===== src/design/s5h_pkg.sv =====
// Shared types, codes and result-expansion functions for the SOCKS5 handshake block.
`default_nettype none

package s5h_pkg;

  // Pending-transaction queue between the parser and the output register
  localparam int unsigned QDepth = 8;
  localparam int unsigned QAw    = $clog2(QDepth);
  localparam int unsigned QCw    = $clog2(QDepth + 1);

  // Protocol bytes
  localparam logic [7:0] SOCKS_VER   = 8'h05;
  localparam logic [7:0] CMD_CONNECT = 8'h01;
  localparam logic [7:0] RSV_BYTE    = 8'h00;
  localparam logic [7:0] REP_OK      = 8'h00;
  localparam logic [7:0] REP_FAIL    = 8'h01;
  localparam logic [7:0] ATYP_IPV4   = 8'h01;
  localparam logic [7:0] ATYP_DOMAIN = 8'h03;
  localparam logic [7:0] IPV4_LEN    = 8'd4;

  // Result kinds
  localparam logic [1:0] KIND_TX     = 2'd0;
  localparam logic [1:0] KIND_REPORT = 2'd1;
  localparam logic [1:0] KIND_NAME   = 2'd2;

  // Outcome codes
  localparam logic [2:0] OC_ACCEPTED     = 3'd0;
  localparam logic [2:0] OC_BAD_GREET    = 3'd1;
  localparam logic [2:0] OC_BAD_REQ_VER  = 3'd2;
  localparam logic [2:0] OC_BAD_CMD      = 3'd3;
  localparam logic [2:0] OC_BAD_RSV      = 3'd4;
  localparam logic [2:0] OC_BAD_ATYP     = 3'd5;

  // One queued entry stands for every result that one client byte causes
  typedef enum logic [2:0] {
    BND_FAIL_QUIET,  // outcome report only
    BND_FAIL_REPLY,  // 05 01, outcome report
    BND_GREET_OK,    // 05 00
    BND_ATYP_OK,     // 05 00 00 type
    BND_ECHO,        // echo of the byte
    BND_NAME,        // echo, then name byte
    BND_PORT_LO      // echo, then accepted report
  } bundle_e;

  typedef struct packed {
    bundle_e     code;
    logic [7:0]  data;
    logic [2:0]  outcome;
    logic [1:0]  atyp;
    logic [31:0] addr;
    logic [15:0] port;
  } bundle_t;

  typedef struct packed {
    logic [1:0]  kind;
    logic [7:0]  tx_byte;
    logic [2:0]  outcome;
    logic [1:0]  address_type;
    logic [31:0] ipv4_address;
    logic [15:0] dest_port;
    logic        last;
  } result_t;

  // Index of the final result of an entry
  function automatic logic [1:0] bundle_last_idx(bundle_e code);
    logic [1:0] n;
    case (code)
      BND_FAIL_QUIET: n = 2'd0;
      BND_FAIL_REPLY: n = 2'd2;
      BND_GREET_OK:   n = 2'd1;
      BND_ATYP_OK:    n = 2'd3;
      BND_ECHO:       n = 2'd0;
      BND_NAME:       n = 2'd1;
      BND_PORT_LO:    n = 2'd1;
      default:        n = 2'd0;
    endcase
    return n;
  endfunction

  // Expand result number idx of an entry
  function automatic result_t bundle_result(bundle_t b, logic [1:0] idx);
    result_t r;
    r = '0;
    r.kind = KIND_TX;
    case (b.code)
      BND_FAIL_QUIET: begin
        r.kind    = KIND_REPORT;
        r.outcome = b.outcome;
      end
      BND_FAIL_REPLY: begin
        case (idx)
          2'd0:    r.tx_byte = SOCKS_VER;
          2'd1:    r.tx_byte = REP_FAIL;
          default: begin
            r.kind    = KIND_REPORT;
            r.outcome = b.outcome;
          end
        endcase
      end
      BND_GREET_OK: begin
        r.tx_byte = (idx == 2'd0) ? SOCKS_VER : REP_OK;
      end
      BND_ATYP_OK: begin
        case (idx)
          2'd0:    r.tx_byte = SOCKS_VER;
          2'd1:    r.tx_byte = REP_OK;
          2'd2:    r.tx_byte = RSV_BYTE;
          default: r.tx_byte = b.data;
        endcase
      end
      BND_ECHO: begin
        r.tx_byte = b.data;
      end
      BND_NAME: begin
        r.tx_byte = b.data;
        if (idx != 2'd0) begin
          r.kind = KIND_NAME;
        end
      end
      BND_PORT_LO: begin
        if (idx == 2'd0) begin
          r.tx_byte = b.data;
        end else begin
          r.kind         = KIND_REPORT;
          r.outcome      = OC_ACCEPTED;
          r.address_type = b.atyp;
          r.ipv4_address = b.addr;
          r.dest_port    = b.port;
        end
      end
      default: r = '0;
    endcase
    r.last = (idx == bundle_last_idx(b.code));
    return r;
  endfunction

endpackage

`default_nettype wire


===== src/design/socks5_connect_handshake.sv =====
// Top level of the SOCKS5 no-auth CONNECT server handshake.
//
// Takes one client byte per transaction on the input channel (cmd_i high
// starts a new connection and gives no results) and one result per
// transaction on the output channel: reply bytes for the client, domain name
// bytes and a final outcome report carrying the address type, IPv4 address
// and port. A byte is accepted in every cycle while in_stall_o is low. The
// parser works on the byte in the cycle it is accepted and files every
// result that byte causes (up to four) as one entry in an eight-entry queue;
// the output register then hands results out one per cycle while
// out_stall_i is low, and with the queue empty a result still passes
// through the queue and the output register before it appears. in_stall_o
// rises only when the queue is full: either the sink stalls while bytes with
// results keep arriving, or a run of bytes that each give more than one
// result (domain name bytes give two) outpaces the output.
`default_nettype none

module socks5_connect_handshake (
  input  wire logic        clk_i,
  input  wire logic        rst_ni,
  // client byte channel
  input  wire logic        in_valid_i,
  output logic             in_stall_o,
  input  wire logic        cmd_i,
  input  wire logic [7:0]  rx_byte_i,
  // result channel
  output logic             out_valid_o,
  input  wire logic        out_stall_i,
  output logic [1:0]       kind_o,
  output logic [7:0]       tx_byte_o,
  output logic [2:0]       outcome_o,
  output logic [1:0]       address_type_o,
  output logic [31:0]      ipv4_address_o,
  output logic [15:0]      dest_port_o,
  output logic             last_o
);
  import s5h_pkg::*;

  logic       accept;
  logic       push;
  bundle_t    push_bundle;
  logic       q_full;
  logic       head_valid;
  bundle_t    head;
  result_t    head_res;
  logic       load;
  logic       pop;
  logic [1:0] idx_q;
  logic       out_valid_q;
  result_t    out_q;

  // Accept a byte whenever the queue has room
  assign in_stall_o = q_full;
  assign accept     = in_valid_i && !in_stall_o;

  s5h_parse u_parse (
    .clk_i     (clk_i),
    .rst_ni    (rst_ni),
    .accept_i  (accept),
    .cmd_i     (cmd_i),
    .rx_byte_i (rx_byte_i),
    .push_o    (push),
    .bundle_o  (push_bundle)
  );

  s5h_fifo u_fifo (
    .clk_i        (clk_i),
    .rst_ni       (rst_ni),
    .push_i       (push),
    .bundle_i     (push_bundle),
    .pop_i        (pop),
    .full_o       (q_full),
    .head_valid_o (head_valid),
    .head_o       (head)
  );

  // Expand the head entry one result at a time; idx_q walks through it
  assign head_res = bundle_result(head, idx_q);

  // Load the output register when it is empty or its transaction completes
  assign load = head_valid && (!out_valid_q || !out_stall_i);
  // Drop the head entry once its final result is loaded
  assign pop  = load && head_res.last;

  always_ff @(posedge clk_i or negedge rst_ni) begin
    if (!rst_ni) begin
      out_valid_q <= 1'b0;
      idx_q       <= '0;
    end else begin
      if (load) begin
        out_valid_q <= 1'b1;
        idx_q       <= head_res.last ? 2'd0 : idx_q + 2'd1;
      end else if (!out_stall_i) begin
        out_valid_q <= 1'b0;
      end
    end
  end

  // Hold the payload while stalled
  always_ff @(posedge clk_i) begin
    if (load) begin
      out_q <= head_res;
    end
  end

  assign out_valid_o    = out_valid_q;
  assign kind_o         = out_q.kind;
  assign tx_byte_o      = out_q.tx_byte;
  assign outcome_o      = out_q.outcome;
  assign address_type_o = out_q.address_type;
  assign ipv4_address_o = out_q.ipv4_address;
  assign dest_port_o    = out_q.dest_port;
  assign last_o         = out_q.last;

endmodule

`default_nettype wire


===== src/design/s5h_parse.sv =====
// Handshake parser: phase tracking and per-byte result entry generation.
`default_nettype none

module s5h_parse (
  input  wire logic             clk_i,
  input  wire logic             rst_ni,
  input  wire logic             accept_i,
  input  wire logic             cmd_i,
  input  wire logic [7:0]       rx_byte_i,
  output logic                  push_o,
  output s5h_pkg::bundle_t      bundle_o
);
  import s5h_pkg::*;

  typedef enum logic [3:0] {
    PH_GREET_VER, PH_GREET_CNT, PH_METHODS, PH_REQ_VER, PH_REQ_CMD,
    PH_REQ_RSV, PH_REQ_ATYP, PH_IPV4, PH_DLEN, PH_NAME, PH_PORT_HI,
    PH_PORT_LO, PH_DONE, PH_ERROR
  } phase_e;

  phase_e      phase_q, phase_d;
  logic [7:0]  left_q, left_d;
  logic [1:0]  type_q, type_d;
  logic [31:0] addr_q, addr_d;
  logic [7:0]  port_hi_q, port_hi_d;
  logic [7:0]  left_dec;
  logic [7:0]  b;

  assign b        = rx_byte_i;
  assign left_dec = left_q - 8'd1;

  always_comb begin
    phase_d   = phase_q;
    left_d    = left_q;
    type_d    = type_q;
    addr_d    = addr_q;
    port_hi_d = port_hi_q;
    push_o    = 1'b0;
    bundle_o  = '0;
    bundle_o.data = b;

    if (accept_i && cmd_i) begin
      // new connection: back to greeting
      phase_d   = PH_GREET_VER;
      left_d    = '0;
      type_d    = '0;
      addr_d    = '0;
      port_hi_d = '0;
    end else if (accept_i) begin
      case (phase_q)
        PH_GREET_VER: begin
          if (b != SOCKS_VER) begin
            push_o           = 1'b1;
            bundle_o.code    = BND_FAIL_QUIET;
            bundle_o.outcome = OC_BAD_GREET;
            phase_d          = PH_ERROR;
          end else begin
            phase_d = PH_GREET_CNT;
          end
        end
        PH_GREET_CNT: begin
          left_d = b;
          if (b == 8'd0) begin
            push_o        = 1'b1;
            bundle_o.code = BND_GREET_OK;
            phase_d       = PH_REQ_VER;
          end else begin
            phase_d = PH_METHODS;
          end
        end
        PH_METHODS: begin
          left_d = left_dec;
          if (left_dec == 8'd0) begin
            push_o        = 1'b1;
            bundle_o.code = BND_GREET_OK;
            phase_d       = PH_REQ_VER;
          end
        end
        PH_REQ_VER, PH_REQ_CMD, PH_REQ_RSV: begin
          if (phase_q == PH_REQ_VER && b != SOCKS_VER) begin
            push_o           = 1'b1;
            bundle_o.code    = BND_FAIL_REPLY;
            bundle_o.outcome = OC_BAD_REQ_VER;
            phase_d          = PH_ERROR;
          end else if (phase_q == PH_REQ_CMD && b != CMD_CONNECT) begin
            push_o           = 1'b1;
            bundle_o.code    = BND_FAIL_REPLY;
            bundle_o.outcome = OC_BAD_CMD;
            phase_d          = PH_ERROR;
          end else if (phase_q == PH_REQ_RSV && b != RSV_BYTE) begin
            push_o           = 1'b1;
            bundle_o.code    = BND_FAIL_REPLY;
            bundle_o.outcome = OC_BAD_RSV;
            phase_d          = PH_ERROR;
          end else begin
            phase_d = phase_e'(phase_q + 4'd1);
          end
        end
        PH_REQ_ATYP: begin
          push_o = 1'b1;
          if (b == ATYP_IPV4 || b == ATYP_DOMAIN) begin
            bundle_o.code = BND_ATYP_OK;
            type_d        = b[1:0];
            addr_d        = '0;
            if (b == ATYP_IPV4) begin
              left_d  = IPV4_LEN;
              phase_d = PH_IPV4;
            end else begin
              phase_d = PH_DLEN;
            end
          end else begin
            bundle_o.code    = BND_FAIL_REPLY;
            bundle_o.outcome = OC_BAD_ATYP;
            phase_d          = PH_ERROR;
          end
        end
        PH_IPV4: begin
          push_o        = 1'b1;
          bundle_o.code = BND_ECHO;
          addr_d        = {addr_q[23:0], b};
          left_d        = left_dec;
          if (left_dec == 8'd0) begin
            phase_d = PH_PORT_HI;
          end
        end
        PH_DLEN: begin
          push_o        = 1'b1;
          bundle_o.code = BND_ECHO;
          left_d        = b;
          phase_d       = (b == 8'd0) ? PH_PORT_HI : PH_NAME;
        end
        PH_NAME: begin
          push_o        = 1'b1;
          bundle_o.code = BND_NAME;
          left_d        = left_dec;
          if (left_dec == 8'd0) begin
            phase_d = PH_PORT_HI;
          end
        end
        PH_PORT_HI: begin
          push_o        = 1'b1;
          bundle_o.code = BND_ECHO;
          port_hi_d     = b;
          phase_d       = PH_PORT_LO;
        end
        PH_PORT_LO: begin
          push_o        = 1'b1;
          bundle_o.code = BND_PORT_LO;
          bundle_o.atyp = type_q;
          bundle_o.addr = (type_q == ATYP_IPV4[1:0]) ? addr_q : '0;
          bundle_o.port = {port_hi_q, b};
          phase_d       = PH_DONE;
        end
        default: begin
          // finished, failed or unreachable: drop the byte
        end
      endcase
    end
  end

  always_ff @(posedge clk_i or negedge rst_ni) begin
    if (!rst_ni) begin
      phase_q   <= PH_GREET_VER;
      left_q    <= '0;
      type_q    <= '0;
      addr_q    <= '0;
      port_hi_q <= '0;
    end else begin
      phase_q   <= phase_d;
      left_q    <= left_d;
      type_q    <= type_d;
      addr_q    <= addr_d;
      port_hi_q <= port_hi_d;
    end
  end

endmodule

`default_nettype wire


===== src/design/s5h_fifo.sv =====
// Queue of pending result entries between the parser and the output register.
`default_nettype none

module s5h_fifo (
  input  wire logic              clk_i,
  input  wire logic              rst_ni,
  input  wire logic              push_i,
  input  wire s5h_pkg::bundle_t  bundle_i,
  input  wire logic              pop_i,
  output logic                   full_o,
  output logic                   head_valid_o,
  output s5h_pkg::bundle_t       head_o
);
  import s5h_pkg::*;

  bundle_t        mem_q [QDepth];
  logic [QAw-1:0] wr_ptr_q, rd_ptr_q;
  logic [QCw-1:0] count_q;
  logic           do_push, do_pop;

  assign full_o       = (count_q == QCw'(QDepth));
  assign head_valid_o = (count_q != '0);
  assign head_o       = mem_q[rd_ptr_q];
  assign do_push      = push_i && !full_o;
  assign do_pop       = pop_i && head_valid_o;

  function automatic logic [QAw-1:0] ptr_next(logic [QAw-1:0] p);
    return (p == QAw'(QDepth - 1)) ? '0 : p + QAw'(1);
  endfunction

  always_ff @(posedge clk_i) begin
    if (do_push) begin
      mem_q[wr_ptr_q] <= bundle_i;
    end
  end

  always_ff @(posedge clk_i or negedge rst_ni) begin
    if (!rst_ni) begin
      wr_ptr_q <= '0;
      rd_ptr_q <= '0;
      count_q  <= '0;
    end else begin
      if (do_push) begin
        wr_ptr_q <= ptr_next(wr_ptr_q);
      end
      if (do_pop) begin
        rd_ptr_q <= ptr_next(rd_ptr_q);
      end
      if (do_push && !do_pop) begin
        count_q <= count_q + QCw'(1);
      end else if (do_pop && !do_push) begin
        count_q <= count_q - QCw'(1);
      end
    end
  end

endmodule

`default_nettype wire


===== config.mk =====
export PLATFORM = sky130hd
export DESIGN_NAME = socks5_connect_handshake
export DESIGN_NICKNAME = d
export VERILOG_FILES = /design/src/design/s5h_pkg.sv /design/src/design/socks5_connect_handshake.sv /design/src/design/s5h_parse.sv /design/src/design/s5h_fifo.sv
export SDC_FILE = /design/constraint.sdc
export NUM_CORES = 1
export LEC_CHECK = 0
export BUFFER_PORTS_ARGS = -buffer_cell sky130_fd_sc_hd__buf_2
export CORE_MARGIN = 1
export CORE_UTILIZATION = 45
export CTS_CLUSTER_SIZE = 25
export DETAILED_ROUTE_END_ITERATION = 6
export GPL_ROUTABILITY_DRIVEN = 1
export MAX_ROUTING_LAYER = met4
export PLACE_DENSITY = 0.66
export SYNTH_ARGS = -nofsm -noshare
export SYNTH_HDL_FRONTEND = slang
export SYNTH_SLANG_ARGS = --single-unit

===== constraint.sdc =====
create_clock -name clk_i -period 12.45 [get_ports clk_i]
set_input_delay 1.245 -clock clk_i [delete_from_list [all_inputs] [get_ports clk_i]]
set_output_delay 1.245 -clock clk_i [all_outputs]
set_load 0.005 [all_outputs]

* Word level (Yosys, flattened, before mapping)
Memory sizes are Yosys's and may differ from the RTL's.
Cells that the tools add are included.
** Word-level totals
- Register bits after elaboration :: 131
- Latch bits :: 0
- RAM bits :: 512
- ROM bits :: 0
- Bits of input ports :: 13
- Memories kept :: 1
** Cells by class
- $add $sub $neg :: 7
- Multipliers :: 0
- Div/mod/pow operators :: 0
- Magnitude comparators :: 0
- Equality and inequality tests :: 33
- Shifts and indexed selects :: 0
- Mux-type cells :: 78
- Bitwise operators :: 1
- Reductions and logical operators :: 50
** Memory list
- u_fifo.mem_q :: depth 8, width 64, read ports 1, clocked after Yosys merged registers in 0, write ports 1, RTL line s5h_fifo.sv:16 : bundle_t mem_q [QDepth];
** Operator list (number)
- $mux W32 :: 4
- $mux W53 :: 2
- $mux W8 :: 8
- $pmux W32 S2 :: 1
- $mux W50 :: 1
- $mux W4 :: 12
- $pmux W8 S5 :: 1
- $mux W3 :: 12
- $pmux W4 S9 :: 1
- $pmux W8 S3 :: 1
- $pmux W3 S7 :: 1
- $eq A4 B4 Y1 const B :: 5
- $mux W2 :: 10
- $pmux W3 S3 :: 2
- $mux W1 :: 17
- $eq A4 B3 Y1 const B :: 4
- $logic_not A8 Y1 :: 2
- $pmux W8 S2 :: 1
- $eq A3 B3 Y1 const B :: 5
- $ne A3 B1 Y1 const B :: 4
- $reduce_bool A2 Y1 :: 6
- $reduce_or A2 Y1 :: 6
- $reduce_or A3 Y1 :: 4
- $logic_and A1 B1 Y1 :: 11
- other kinds (35) :: 48

* Longest topological paths before layout
Gate-level depths: netlist (run 1).
- Depth in word-level cells :: 13
- Gate-level depth with buffers :: 18
- Depth with buffers taken out :: 16

* Modules after synthesis
A second synthesis (run 1) with hierarchy kept.
** Second synthesis, totals
- Cell total of the unflattened synthesis :: 1361
- Area total of the unflattened synthesis :: 26155.1 µm²
** By module, submodules not included
- s5h_fifo :: times used 1, cells an instance 807, area each 19877.8 µm², sequential area each 15625.0 µm²
- s5h_parse :: times used 1, cells an instance 380, area each 3524.6 µm², sequential area each 1351.3 µm²
- socks5_connect_handshake :: times used 1, cells an instance 174, area each 2752.6 µm², sequential area each 1996.9 µm²

* Worst setup path after synthesis (run 1)
Ideal clock, no wire load.
- Kind :: input to register
- Start :: input rx_byte_i[0]
- End :: memory u_fifo.mem_q[2][0] (netlist name), enable pin
- Data arrival time :: 9157 ps
- Path slack :: 2626 ps
- Cell stages on the path :: 8
- Cells stage by stage :: clkbuf_1 -> nor4_1 -> and2_1 -> nand3_1 -> o21ai_0 -> o211ai_1 -> buf_4 -> nor4b_1
** On the way
- Word-level cells in the longest chain between the ends :: 11
- Elaborated cells on any way between the ends :: 18
- Those cells by class :: 2 x eq/ne; 10 x mux; 6 x reduce/logical
** RTL lines
- from (decl) :: RTL line socks5_connect_handshake.sv:25 : input wire logic [7:0] rx_byte_i,
- $reduce_bool A8 Y1 :: RTL line s5h_parse.sv:90 : end else if (phase_q == PH_REQ_RSV && b != RSV_BYTE) begin
- $logic_and A1 B1 Y1 :: RTL line s5h_parse.sv:90
- $mux W1 :: RTL line s5h_parse.sv:90
- $mux W1 :: RTL line s5h_parse.sv:85 : end else if (phase_q == PH_REQ_CMD && b != CMD_CONNECT) begin
- $mux W1 :: RTL line s5h_parse.sv:80 : if (phase_q == PH_REQ_VER && b != SOCKS_VER) begin
- $pmux W1 S5 (*) :: RTL line s5h_parse.sv:50 : case (phase_q)
- $mux W1 (*) :: RTL line s5h_parse.sv:49 : end else if (accept_i) begin
- $mux W1 (*) :: RTL line s5h_parse.sv:42 : if (accept_i && cmd_i) begin
- $logic_and A1 B1 Y1 (*) :: RTL line s5h_fifo.sv:24 : assign do_push = push_i && !full_o;
- $mux W1 (*) :: RTL line s5h_fifo.sv:32 : if (do_push) begin
- $mux W1 (implied by the code) (*) :: RTL line s5h_fifo.sv:33 : mem_q[wr_ptr_q] <= bundle_i;
- to (decl) :: RTL line s5h_fifo.sv:16
Mark *: on every way between the ends. The rest lies on a longest branch, timed or not.

* Final worst setup path (run 1)
- Start :: register u_fifo.rd_ptr_q[0]
- End :: register u_fifo.count_q[3]
** On the way
- Word-level cells in the longest chain between the ends :: 10
- Elaborated cells on any way between the ends :: 16
- Those cells by class :: 6 x eq/ne; 2 x mux; 7 x reduce/logical; 1 x memory
** RTL lines
- from (decl) :: RTL line s5h_fifo.sv:17 : logic [QAw-1:0] wr_ptr_q, rd_ptr_q;
- from (signal assigned) :: RTL line s5h_fifo.sv:47 : rd_ptr_q <= ptr_next(rd_ptr_q);
- $mem_v2 Z8 W64 (*)
- $eq A3 B3 Y1 or $eq A3 B2 Y1 (tied branches) :: RTL line s5h_pkg.sv:67 : case (code)
- $reduce_or A3 Y1 (no line)
- $pmux W2 S3 (*) :: RTL line s5h_pkg.sv:67
- $eq A2 B2 Y1 (*) :: RTL line s5h_pkg.sv:133 : r.last = (idx == bundle_last_idx(b.code));
- $logic_and A1 B1 Y1 (*) :: RTL line socks5_connect_handshake.sv:83 : assign pop = load && head_res.last;
- $logic_and A1 B1 Y1 (*) :: RTL line s5h_fifo.sv:25 : assign do_pop = pop_i && head_valid_o;
- $logic_not A1 Y1 :: RTL line s5h_fifo.sv:49 : if (do_push && !do_pop) begin
- $logic_and A1 B1 Y1 :: RTL line s5h_fifo.sv:49
- $mux W4 or $reduce_bool A2 Y1 (tied branches)
- to (signal assigned) :: RTL line s5h_fifo.sv:50 : count_q <= count_q + QCw'(1);
- to (signal assigned) :: RTL line s5h_fifo.sv:52 : count_q <= count_q - QCw'(1);
- to (decl) :: RTL line s5h_fifo.sv:18 : logic [QCw-1:0] count_q;
Marked as above.
A chain may end at the register's enable or synchronous reset.

==> results of run 1 <==
## worst paths after layout
kind                                     from  depth (start not counted)                  to  slack (ns)
min in group asynchronous              rst_ni                          2   u_parse.left_q[6]        0.86
hold / removal              u_parse.type_q[0]                          2   u_parse.type_q[0]        0.49
hold reg to reg             u_parse.type_q[0]                          2   u_parse.type_q[0]        0.49
max in group asynchronous              rst_ni                          2  u_fifo.rd_ptr_q[1]       10.89
setup / recovery           u_fifo.rd_ptr_q[0]                         15   u_fifo.count_q[3]        7.38
setup reg to reg           u_fifo.rd_ptr_q[0]                         15   u_fifo.count_q[3]        7.38
## synthesized netlist by cell type (3+ instances only)
cell      number  area share
nor4b_1        6      0.0021
mux4_2       128        0.11
a22o_1        11      0.0038
a21oi_1       23      0.0045
nor3_1        12      0.0023
inv_1         17      0.0025
nor4_1         9      0.0022
ha_1          17      0.0083
and2_1        52       0.013
nor2_1       123       0.018
edfxtp_1     576        0.68
xnor2_1        6      0.0021
mux2i_1       66       0.026
o211ai_1       4      0.0012
nand3_1        8      0.0016
or3_1          4     0.00098
o211a_1        3      0.0012
mux2_1         3      0.0013
nand4_1        5      0.0012
buf_2         14      0.0027
buf_1          3     0.00044
a22oi_1       36       0.011
mux2_2         6      0.0026
nand2b_1       3     0.00073
a21o_1         5      0.0015
nor2b_1        4     0.00098
dfrtp_1       67       0.066
a32oi_1        3      0.0010
nand2_1       28      0.0041
a211oi_1       3     0.00088
nor3b_1        3     0.00088
clkbuf_1      55      0.0081
o21ai_0       28      0.0055
## flip-flops by register name, indices dropped and copies added, names as in the netlist, 4 cells and up
name	flops
dest_port_o	16
u_parse.addr_q	32
ipv4_address_o	32
u_fifo.count_q	4
u_parse.port_hi_q	8
u_parse.phase_q	4
u_fifo.mem_q	512
tx_byte_o	8
u_parse.left_q	8
## cells by family after synthesis
group,after synthesis,share of synthesized area
AOI/OAI and AO/OA,138,0.0372
xor gates and xnor gates,7,0.00240
adders and majority gates,18,0.00909
buffers and inverters,92,0.0149
DFF,643,0.741
muxes,205,0.144
and+or+nand+nor,267,0.0508
## power by group through the flow
| stage | logic (mW) | registers, mW | clock network [mW] |
|---|---|---|---|
| after detailed placement | 1.63 | 2.86 | 0 |
| final | 1.61 | 2.82 | 1.95 |
| after CTS | 1.64 | 2.82 | 1.99 |
| after floorplan | 1.26 | 2.75 | 0 |
| after global placement | 1.62 | 2.86 | 0 |
| after global routing | 1.76 | 2.85 | 2.07 |
## tightest hold or removal path, stage by stage, from the launching register on
cell and delay [ns]:
dfrtp_1 0.34, nor2_1 0.05, nor2_1 0.07
## metal layers
layer  track usage  routed length, um  vias to the layer above
li1              -                  -                     5668
met1         0.256              22700                     6757
met4        0.0623               1110                        0
met3        0.0299               2770                       97
met2         0.309              26000                      403
met5             -                  0                        -
## metrics by stage
step / area (um2) / hold WS, ns / worst slack [ns]
3_3_place_gp: 26900 / 0.475 / 7.26
3_5_place_dp: 26900 / 0.480 / 7.25
6_report: 29100 / 0.493 / 7.38
5_1_grt: 29100 / 0.511 / 6.87
2_1_floorplan: 25600 / 0.456 / 2.63
4_1_cts: 29100 / 0.493 / 7.24
## area by class of cell
type,count,area (um2)
inverter,17,65.1
multi-input combinational,635,6300
clock inverter,36,324
fill,4467,27200
timing repair buffer,108,616
clock buffer,86,1830
tap,756,946
sequential,643,19000
==> results.tsv, run 1 <==
stage	metric	value	unit
outcome	status	finished, final reports clean	
cts	H-Tree Depth	3	
sta	worst slew pin tran	1.08	ns
cts	CTS tree	built	
global_route	number of global-route vias before repair	13300	
synth	#FFs+latches synth	643	
sta	minimum clock period	5.07	ns
critical_path	crit-path cells	buf_4 -> mux4_2 -> mux2i_4 -> xnor2_1 -> or3_1 -> a21oi_4 -> inv_1 -> ha_1 -> inv_1 -> ha_1 -> a21o_1 -> a21oi_1 -> xnor2_1 -> nor2_1 -> xor2_1	
final_layout	commonest non-fill, non-tap cell in the layout	edfxtp_1	
power_and_ir_drop	Max rail drop VDD	131	uV
synth	Post-synth ARST share	0.104	
critical_path	CP max FO	46	
power_and_ir_drop	Sw Ratio	0.296	
floorplan	Die H	240	um
synth	Mean Syn Cell Area	18.7	um2
power_and_ir_drop	Flop pwr share	0.442	
synth	Cell Area, Synth	25600	um2
global_route	global-route wire length before repair	80.3	mm
power_and_ir_drop	LEAKAGE	10.0	nW
power_and_ir_drop	Power Density	219	nW/um2
final_layout	nets	1503	
hold_path	Hold Path Class	flop to flop	
place	placed insts	2159	
synth	Yosys Warn Count	0	
place	# port buffers	78	
floorplan	Starting Density	0.455	
final_layout	P&R area growth vs syn	13.6	%
global_route	gr usage total	0.194	
synth	Net Count, Synth	1401	
detailed_routing	Pre-antenna DRT Iters	5	
critical_path	Arr. time, crit path	5.55	ns
power_and_ir_drop	logic gate share of total power	0.252	
floorplan	I/O pin count	79	
sta	Final period util	0.407	
cts	post-CTS resize count	0	
sta	maximum clock frequency	197	MHz
cts	Clock transition at path regs	0.06	ns
synth	sequential element share of the synthesized area	0.741	
sta	Rel. slew slack	0.277	
synth	dominant synthesized flop cell	edfxtp_1	
detailed_routing	Routed WL	52.6	mm
floorplan	Core Region	56300	um2
power_and_ir_drop	P_sw	1.88	mW
global_route	initial antenna violation count	1	
synth	synth unique cells	59	
cts	total CTS buffers	67	
detailed_routing	initial DRC count	1187	
job	Max Cap Viol	0	
power_and_ir_drop	Internal	4.48	mW
final_layout	final non-filler cell total	2281	
synth	Syn Inst Count	1370	
cts	clk buf depth	3	
cts	Num Clock Sinks	643	
sta	Pins Over Slew Limit	0	
cts	clock root cell	clkbuf_16	
sta	final setup vio count	0	
detailed_routing	number of vias in the routed layout	12900	
final_layout	Final Util	0.516	
critical_path	Worst EP required	12.93	ns
sta	final hold vios	0	
critical_path	WP buf/inv	3	
synth	number of flops mapped to enable cells by yosys	576	
global_route	pin count of the biggest net entering global routing	68	
cts	Post-CTS Setup Bufs	0	
detailed_routing	routed len/inst	23.0	um
critical_path	crit-path max cell delay	0.90	ns
detailed_routing	vias per cell	5.67	
floorplan	die width	240	um
power_and_ir_drop	total power	6.37	mW
detailed_routing	post-route ant nets	0	
cts	worst-skew pair later-pin latency	0.61	ns
critical_path	startpoint types	flop	
critical_path	slowest CP cell	dfrtp_4	
cts	hold buffers post-CTS	0	
critical_path	Crit. End Element	flop	
final_layout	layout cells sized above 1	0.240	
floorplan	die area	57800	um2
power_and_ir_drop	clock network fraction of total power	0.305	
sta	RSZ-0062 raised after global routing	no	
place	gpl congestion	0.888	
sta	Clock Skew	0.0306	ns
sta	setup_tns	0	ns
global_route	GRT overflow	0	
critical_path	CP Class	flop to flop	
place	Detailed Place HPWL	29.3	mm
floorplan	Rows	87	
final_layout	commonest cells after routing, fill and taps aside	edfxtp_1, mux4_2, nor2_1	
final_layout	ant diodes	0	
detailed_routing	post-route DRC violation count	0	
critical_path	critical path's top delay family	buffers and inverters	
No activity file was read; power rests on OpenSTA's default activity.
==> run 2, diff against run 1 <==
==> constraint.sdc (replaced) <==
create_clock -name clk_i -period 4.91 [get_ports clk_i]
set_input_delay 0.491 -clock clk_i [delete_from_list [all_inputs] [get_ports clk_i]]
set_output_delay 0.491 -clock clk_i [all_outputs]
set_load 0.005 [all_outputs]
==> results.tsv, run 2 (same netlist as run 1, synthesis figures left out) <==
stage	metric	value	unit
final_layout	P&R area growth vs syn	13.9	%
global_route	global-route wire length before repair	81.4	mm
place	# port buffers	78	
global_route	gr usage total	0.196	
final_layout	Biggest register	u_fifo.mem_q	
cts	post-CTS resize count	0	
detailed_routing	number of vias in the routed layout	12900	
power_and_ir_drop	LEAKAGE	10.0	nW
sta	final setup vio count	0	
floorplan	Die H	240	um
detailed_routing	routed len/inst	23.1	um
floorplan	Starting Density	0.455	
sta	Clock Skew	0.0319	ns
floorplan	die area	57800	um2
final_layout	commonest non-fill, non-tap cell in the layout	edfxtp_1	
final_layout	flip-flop count of the largest register after layout	512	
final_layout	ant diodes	0	
final_layout	layout cells sized above 1	0.234	
critical_path	CP max FO	26	
floorplan	die width	240	um
cts	H-Tree Depth	3	
final_layout	number of fill cells	4432	
job	Max Cap Viol	0	
detailed_routing	Pre-antenna DRT Iters	4	
sta	maximum clock frequency	257	MHz
power_and_ir_drop	total power	16.1	mW
sta	final hold vios	0	
global_route	number of global-route vias before repair	13400	
critical_path	CP Class	flop to flop	
critical_path	Crit. End Element	flop	
global_route	GRT overflow	0	
critical_path	startpoint types	flop	
detailed_routing	post-route ant nets	0	
cts	Num Clock Sinks	643	
detailed_routing	initial DRC count	1014	
cts	CTS tree	built	
floorplan	Rows	87	
final_layout	commonest cells after routing, fill and taps aside	edfxtp_1, mux4_2, nor2_1	
detailed_routing	post-route DRC violation count	0	
sta	RSZ-0062 raised after global routing	no	
power_and_ir_drop	Power Density	553	nW/um2
sta	Final period util	0.793	
cts	clk buf depth	3	
final_layout	register area	19000	um2
sta	Pins Over Slew Limit	0	
critical_path	Worst EP required	5.39	ns
critical_path	Arr. time, crit path	4.37	ns
global_route	initial antenna violation count	0	
sta	minimum clock period	3.89	ns
detailed_routing	vias per cell	5.63	
global_route	pin count of the biggest net entering global routing	68	
place	gpl congestion	0.831	
floorplan	I/O pin count	79	
detailed_routing	Routed WL	52.7	mm
final_layout	nets	1508	
floorplan	Core Region	56300	um2
power_and_ir_drop	Max rail drop VDD	346	uV
cts	hold buffers post-CTS	0	
cts	worst-skew pair later-pin latency	0.61	ns
hold_path	Hold Path Class	primary input to asynchronous set/reset pin	
cts	clock root cell	clkbuf_16	
cts	Clock transition at path regs	0.06	ns
place	Post-DP Area	27000	um2
outcome	status	finished, final reports clean	
final_layout	multi-input logic area	6360	um2
sta	worst slew pin tran	1.08	ns
place	Detailed Place HPWL	29.6	mm
cts	total CTS buffers	68	
sta	Rel. slew slack	0.276	
cts	Post-CTS Setup Bufs	0	
final_layout	final design area excluding fillers	29100	um2
## run 2: changes by cell type in the layout (fill, tap and decap cells not counted), sizes merged
cell      change
clkbuf       +13
clkinv       -11
buf           +4
clkinvlp      -2
bufinv        -1
## run 2: routing by layer
metal,vias to the layer above,routed length (um),GRT usage,share of wire
met5,-,0,-,0
li1,5696,-,-,-
met1,6716,22800,0.260,0.43
met4,0,1280,0.0606,0.024
met2,353,25700,0.308,0.49
met3,88,2830,0.0389,0.054
## run 2: final timing paths
path / cells after the start / to / slack (ns) / from
max: 14 / u_fifo.count_q[3] / 1.02 / u_fifo.rd_ptr_q[0]
min: 2 / u_parse.left_q[2] / 0.10 / rst_ni
max reg2reg: 14 / u_fifo.count_q[3] / 1.02 / u_fifo.rd_ptr_q[0]
min reg2reg: 2 / u_parse.type_q[0] / 0.49 / u_parse.type_q[0]
max in group asynchronous: 2 / u_fifo.rd_ptr_q[2] / 4.10 / rst_ni
min in group clk_i: 3 / out_valid_o / 0.12 / out_stall_i
## run 2: layout make-up
type,count,share of cell area
repair buffers,112,0.0226
clock inverters,22,0.00721
well taps,756,0.0325
flip-flops and latches,643,0.652
clock buffers,99,0.0656
inverters,17,0.00223
multi-input cells,635,0.218
## run 2: metrics by stage
stage	instances	utilization	TNS [ns]	hold WS, ns	worst slack, ns
3_3_place_gp	2163	0.480	0	0.474	1.01
3_5_place_dp	2163	0.480	0	0.481	0.964
2_1_floorplan	1370	-	-443.37	0.195	-1.17
5_1_grt	2284	0.518	0	0.118	0.685
4_1_cts	2284	0.518	0	0.102	0.956
6_report	2284	0.518	0	0.101	1.02
## run 2: worst max-delay path, cell delays in order (launching register included)
cell	delay, ns
dfrtp_4	0.57
buf_4	0.52
mux4_2	0.62
mux2i_4	0.26
o211ai_1	0.23
a21oi_4	0.23
inv_1	0.06
ha_1	0.22
inv_1	0.11
ha_1	0.24
a21o_1	0.17
a21oi_1	0.17
xnor2_1	0.14
nor2_1	0.07
xor2_1	0.14
## run 2: power by group
| group | leakage [nW] | internal [mW] | switching (mW) |
|---|---|---|---|
| registers | 6.24 | 6.61 | 0.383 |
| logic | 2.76 | 1.91 | 2.34 |
| clock network | 1.03 | 2.87 | 2.00 |
==> run 3, diff against run 2 <==
==> constraint.sdc (replaced) <==
create_clock -name clk_i -period 3.9 [get_ports clk_i]
set_input_delay 0.39 -clock clk_i [delete_from_list [all_inputs] [get_ports clk_i]]
set_output_delay 0.39 -clock clk_i [all_outputs]
set_load 0.005 [all_outputs]
==> results.tsv, run 3 (same netlist as run 1, synthesis figures left out) <==
stage	metric	value	unit
final_layout	ant diodes	0	
critical_path	FF-to-FF End	u_fifo.count_q[3]	
sta	final setup vio count	0	
critical_path	Worst EP required	4.37	ns
place	pre-CTS setup slack	0.371	ns
place	gpl congestion	0.825	
global_route	gr usage total	0.195	
final_layout	commonest cells after routing, fill and taps aside	edfxtp_1, mux4_2, nor2_1	
critical_path	CP Class	flop to flop	
detailed_routing	routed len/inst	23.0	um
final_layout	nets	1516	
cts	total CTS buffers	67	
job	Max Cap Viol	0	
critical_path	CP max FO	9	
floorplan	I/O pin count	79	
global_route	number of global-route vias before repair	13500	
final_layout	commonest non-fill, non-tap cell in the layout	edfxtp_1	
sta	Final period util	0.905	
detailed_routing	initial DRC count	1057	
critical_path	startpoint types	flop	
detailed_routing	vias per cell	5.61	
cts	CTS tree	built	
global_route	initial antenna violation count	0	
global_route	global-route wire length before repair	81.4	mm
sta	worst slew pin tran	1.14	ns
place	# port buffers	78	
critical_path	Arr. time, crit path	4.00	ns
power_and_ir_drop	Max rail drop VDD	403	uV
sta	Pins Over Slew Limit	0	
sta	Final WS setup	0.370	ns
place	Post-DP Area	27200	um2
critical_path	reg-to-reg setup timing slack	0.37	ns
sta	final hold vios	0	
final_layout	Biggest register	u_fifo.mem_q	
detailed_routing	Routed WL	52.8	mm
floorplan	Die H	240	um
sta	RSZ-0062 raised after global routing	no	
final_layout	final design area excluding fillers	29400	um2
detailed_routing	Pre-antenna DRT Iters	5	
final_layout	number of fill cells	4474	
cts	Clock transition at path regs	0.06	ns
final_layout	flip-flop count of the largest register after layout	512	
sta	Rel. slew slack	0.240	
final_layout	multi-input logic area	6380	um2
outcome	status	finished, final reports clean	
sta	Clock Skew	0.0270	ns
global_route	GRT overflow	0	
cts	clk buf depth	3	
cts	Num Clock Sinks	643	
critical_path	Crit. End Element	flop	
cts	worst-skew pair later-pin latency	0.60	ns
global_route	pin count of the biggest net entering global routing	119	
floorplan	Rows	87	
cts	post-CTS resize count	0	
floorplan	die width	240	um
sta	setup_tns	0	ns
sta	maximum clock frequency	283	MHz
place	Detailed Place HPWL	29.4	mm
sta	minimum clock period	3.53	ns
power_and_ir_drop	LEAKAGE	10.2	nW
power_and_ir_drop	Power Density	705	nW/um2
floorplan	Core Region	56300	um2
cts	H-Tree Depth	3	
detailed_routing	number of vias in the routed layout	12900	
hold_path	Hold Path Class	primary input to asynchronous set/reset pin	
final_layout	register area	19000	um2
cts	clock root cell	clkbuf_16	
critical_path	worst r2r path cells	15	
final_layout	P&R area growth vs syn	15.1	%
floorplan	Starting Density	0.455	
floorplan	die area	57800	um2
final_layout	layout cells sized above 1	0.243	
critical_path	RR Startpoint	u_parse.phase_q[0]	
cts	Post-CTS Setup Bufs	0	
detailed_routing	post-route ant nets	0	
detailed_routing	post-route DRC violation count	0	
[run 3: area by class of cell]
class	count	area share
well taps	756	0.0321
multi-input cells	635	0.217
flip-flops and latches	643	0.645
repair buffers	121	0.0281
inverters	17	0.00221
clock inverters	36	0.0159
clock buffers	86	0.0604
[run 3: metal layers]
| metal | global-route usage | wire [um] | vias to the layer above |
|---|---|---|---|
| met3 | 0.0305 | 2270 | 80 |
| met1 | 0.263 | 23700 | 6782 |
| met4 | 0.0527 | 943 | 0 |
| met2 | 0.309 | 25900 | 299 |
| met5 | - | 0 | - |
| li1 | - | - | 5708 |
[run 3: how the worst max path moves through the flow]
stage	start	end	slack, ns	cells past startpoint
after detailed placement	u_fifo.rd_ptr_q[0]	u_fifo.count_q[3]	0.37	14
after global placement	u_fifo.rd_ptr_q[0]	u_fifo.count_q[3]	0.41	14
final	u_parse.phase_q[0]	u_fifo.count_q[3]	0.37	15
after global routing	u_parse.phase_q[0]	u_fifo.count_q[3]	0.1	15
after floorplan	u_parse.left_q[0]	u_fifo.mem_q[2][0]	-0.43	9
after CTS	u_fifo.rd_ptr_q[0]	u_fifo.count_q[3]	0.37	14
[run 3: critical path, cell delays in order, from the launching register on]
cell and delay, ns:
dfrtp_1 0.43, ha_1 0.35, nor4_1 0.46, nor2_1 0.07, a21boi_0 0.38, nand3_1 0.12, o211ai_1 0.27, inv_1 0.07
ha_1 0.21, inv_1 0.12, ha_1 0.24, a21o_1 0.18, a21oi_1 0.17, xnor2_1 0.13, nor2_1 0.06, xor2_1 0.15
[run 3: report_power, final]
part	switching [mW]	internal, mW
registers	0.388	8.32
logic	3.07	2.47
clock network	2.60	3.92
total	6.06	14.7
[run 3: repair_timing]
| item | 4_1_cts | 5_1_grt |
|---|---|---|
| endpoints found under the setup margin | 0 | 0 |
| hold buffers | 1 | 0 |
| endpoints found under the hold margin | 1 | 0 |
[run 3: metrics by stage]
step	cells	utilization	power [mW]	hold slack, ns
CTS	2294	0.523	21.0	0.0422
global route	2294	0.523	21.8	0.0896
global placement	2171	0.483	14.4	0.477
finish	2294	0.523	20.8	0.0220
detailed placement	2171	0.483	14.5	0.490
floorplan	1370	-	12.8	0.0944
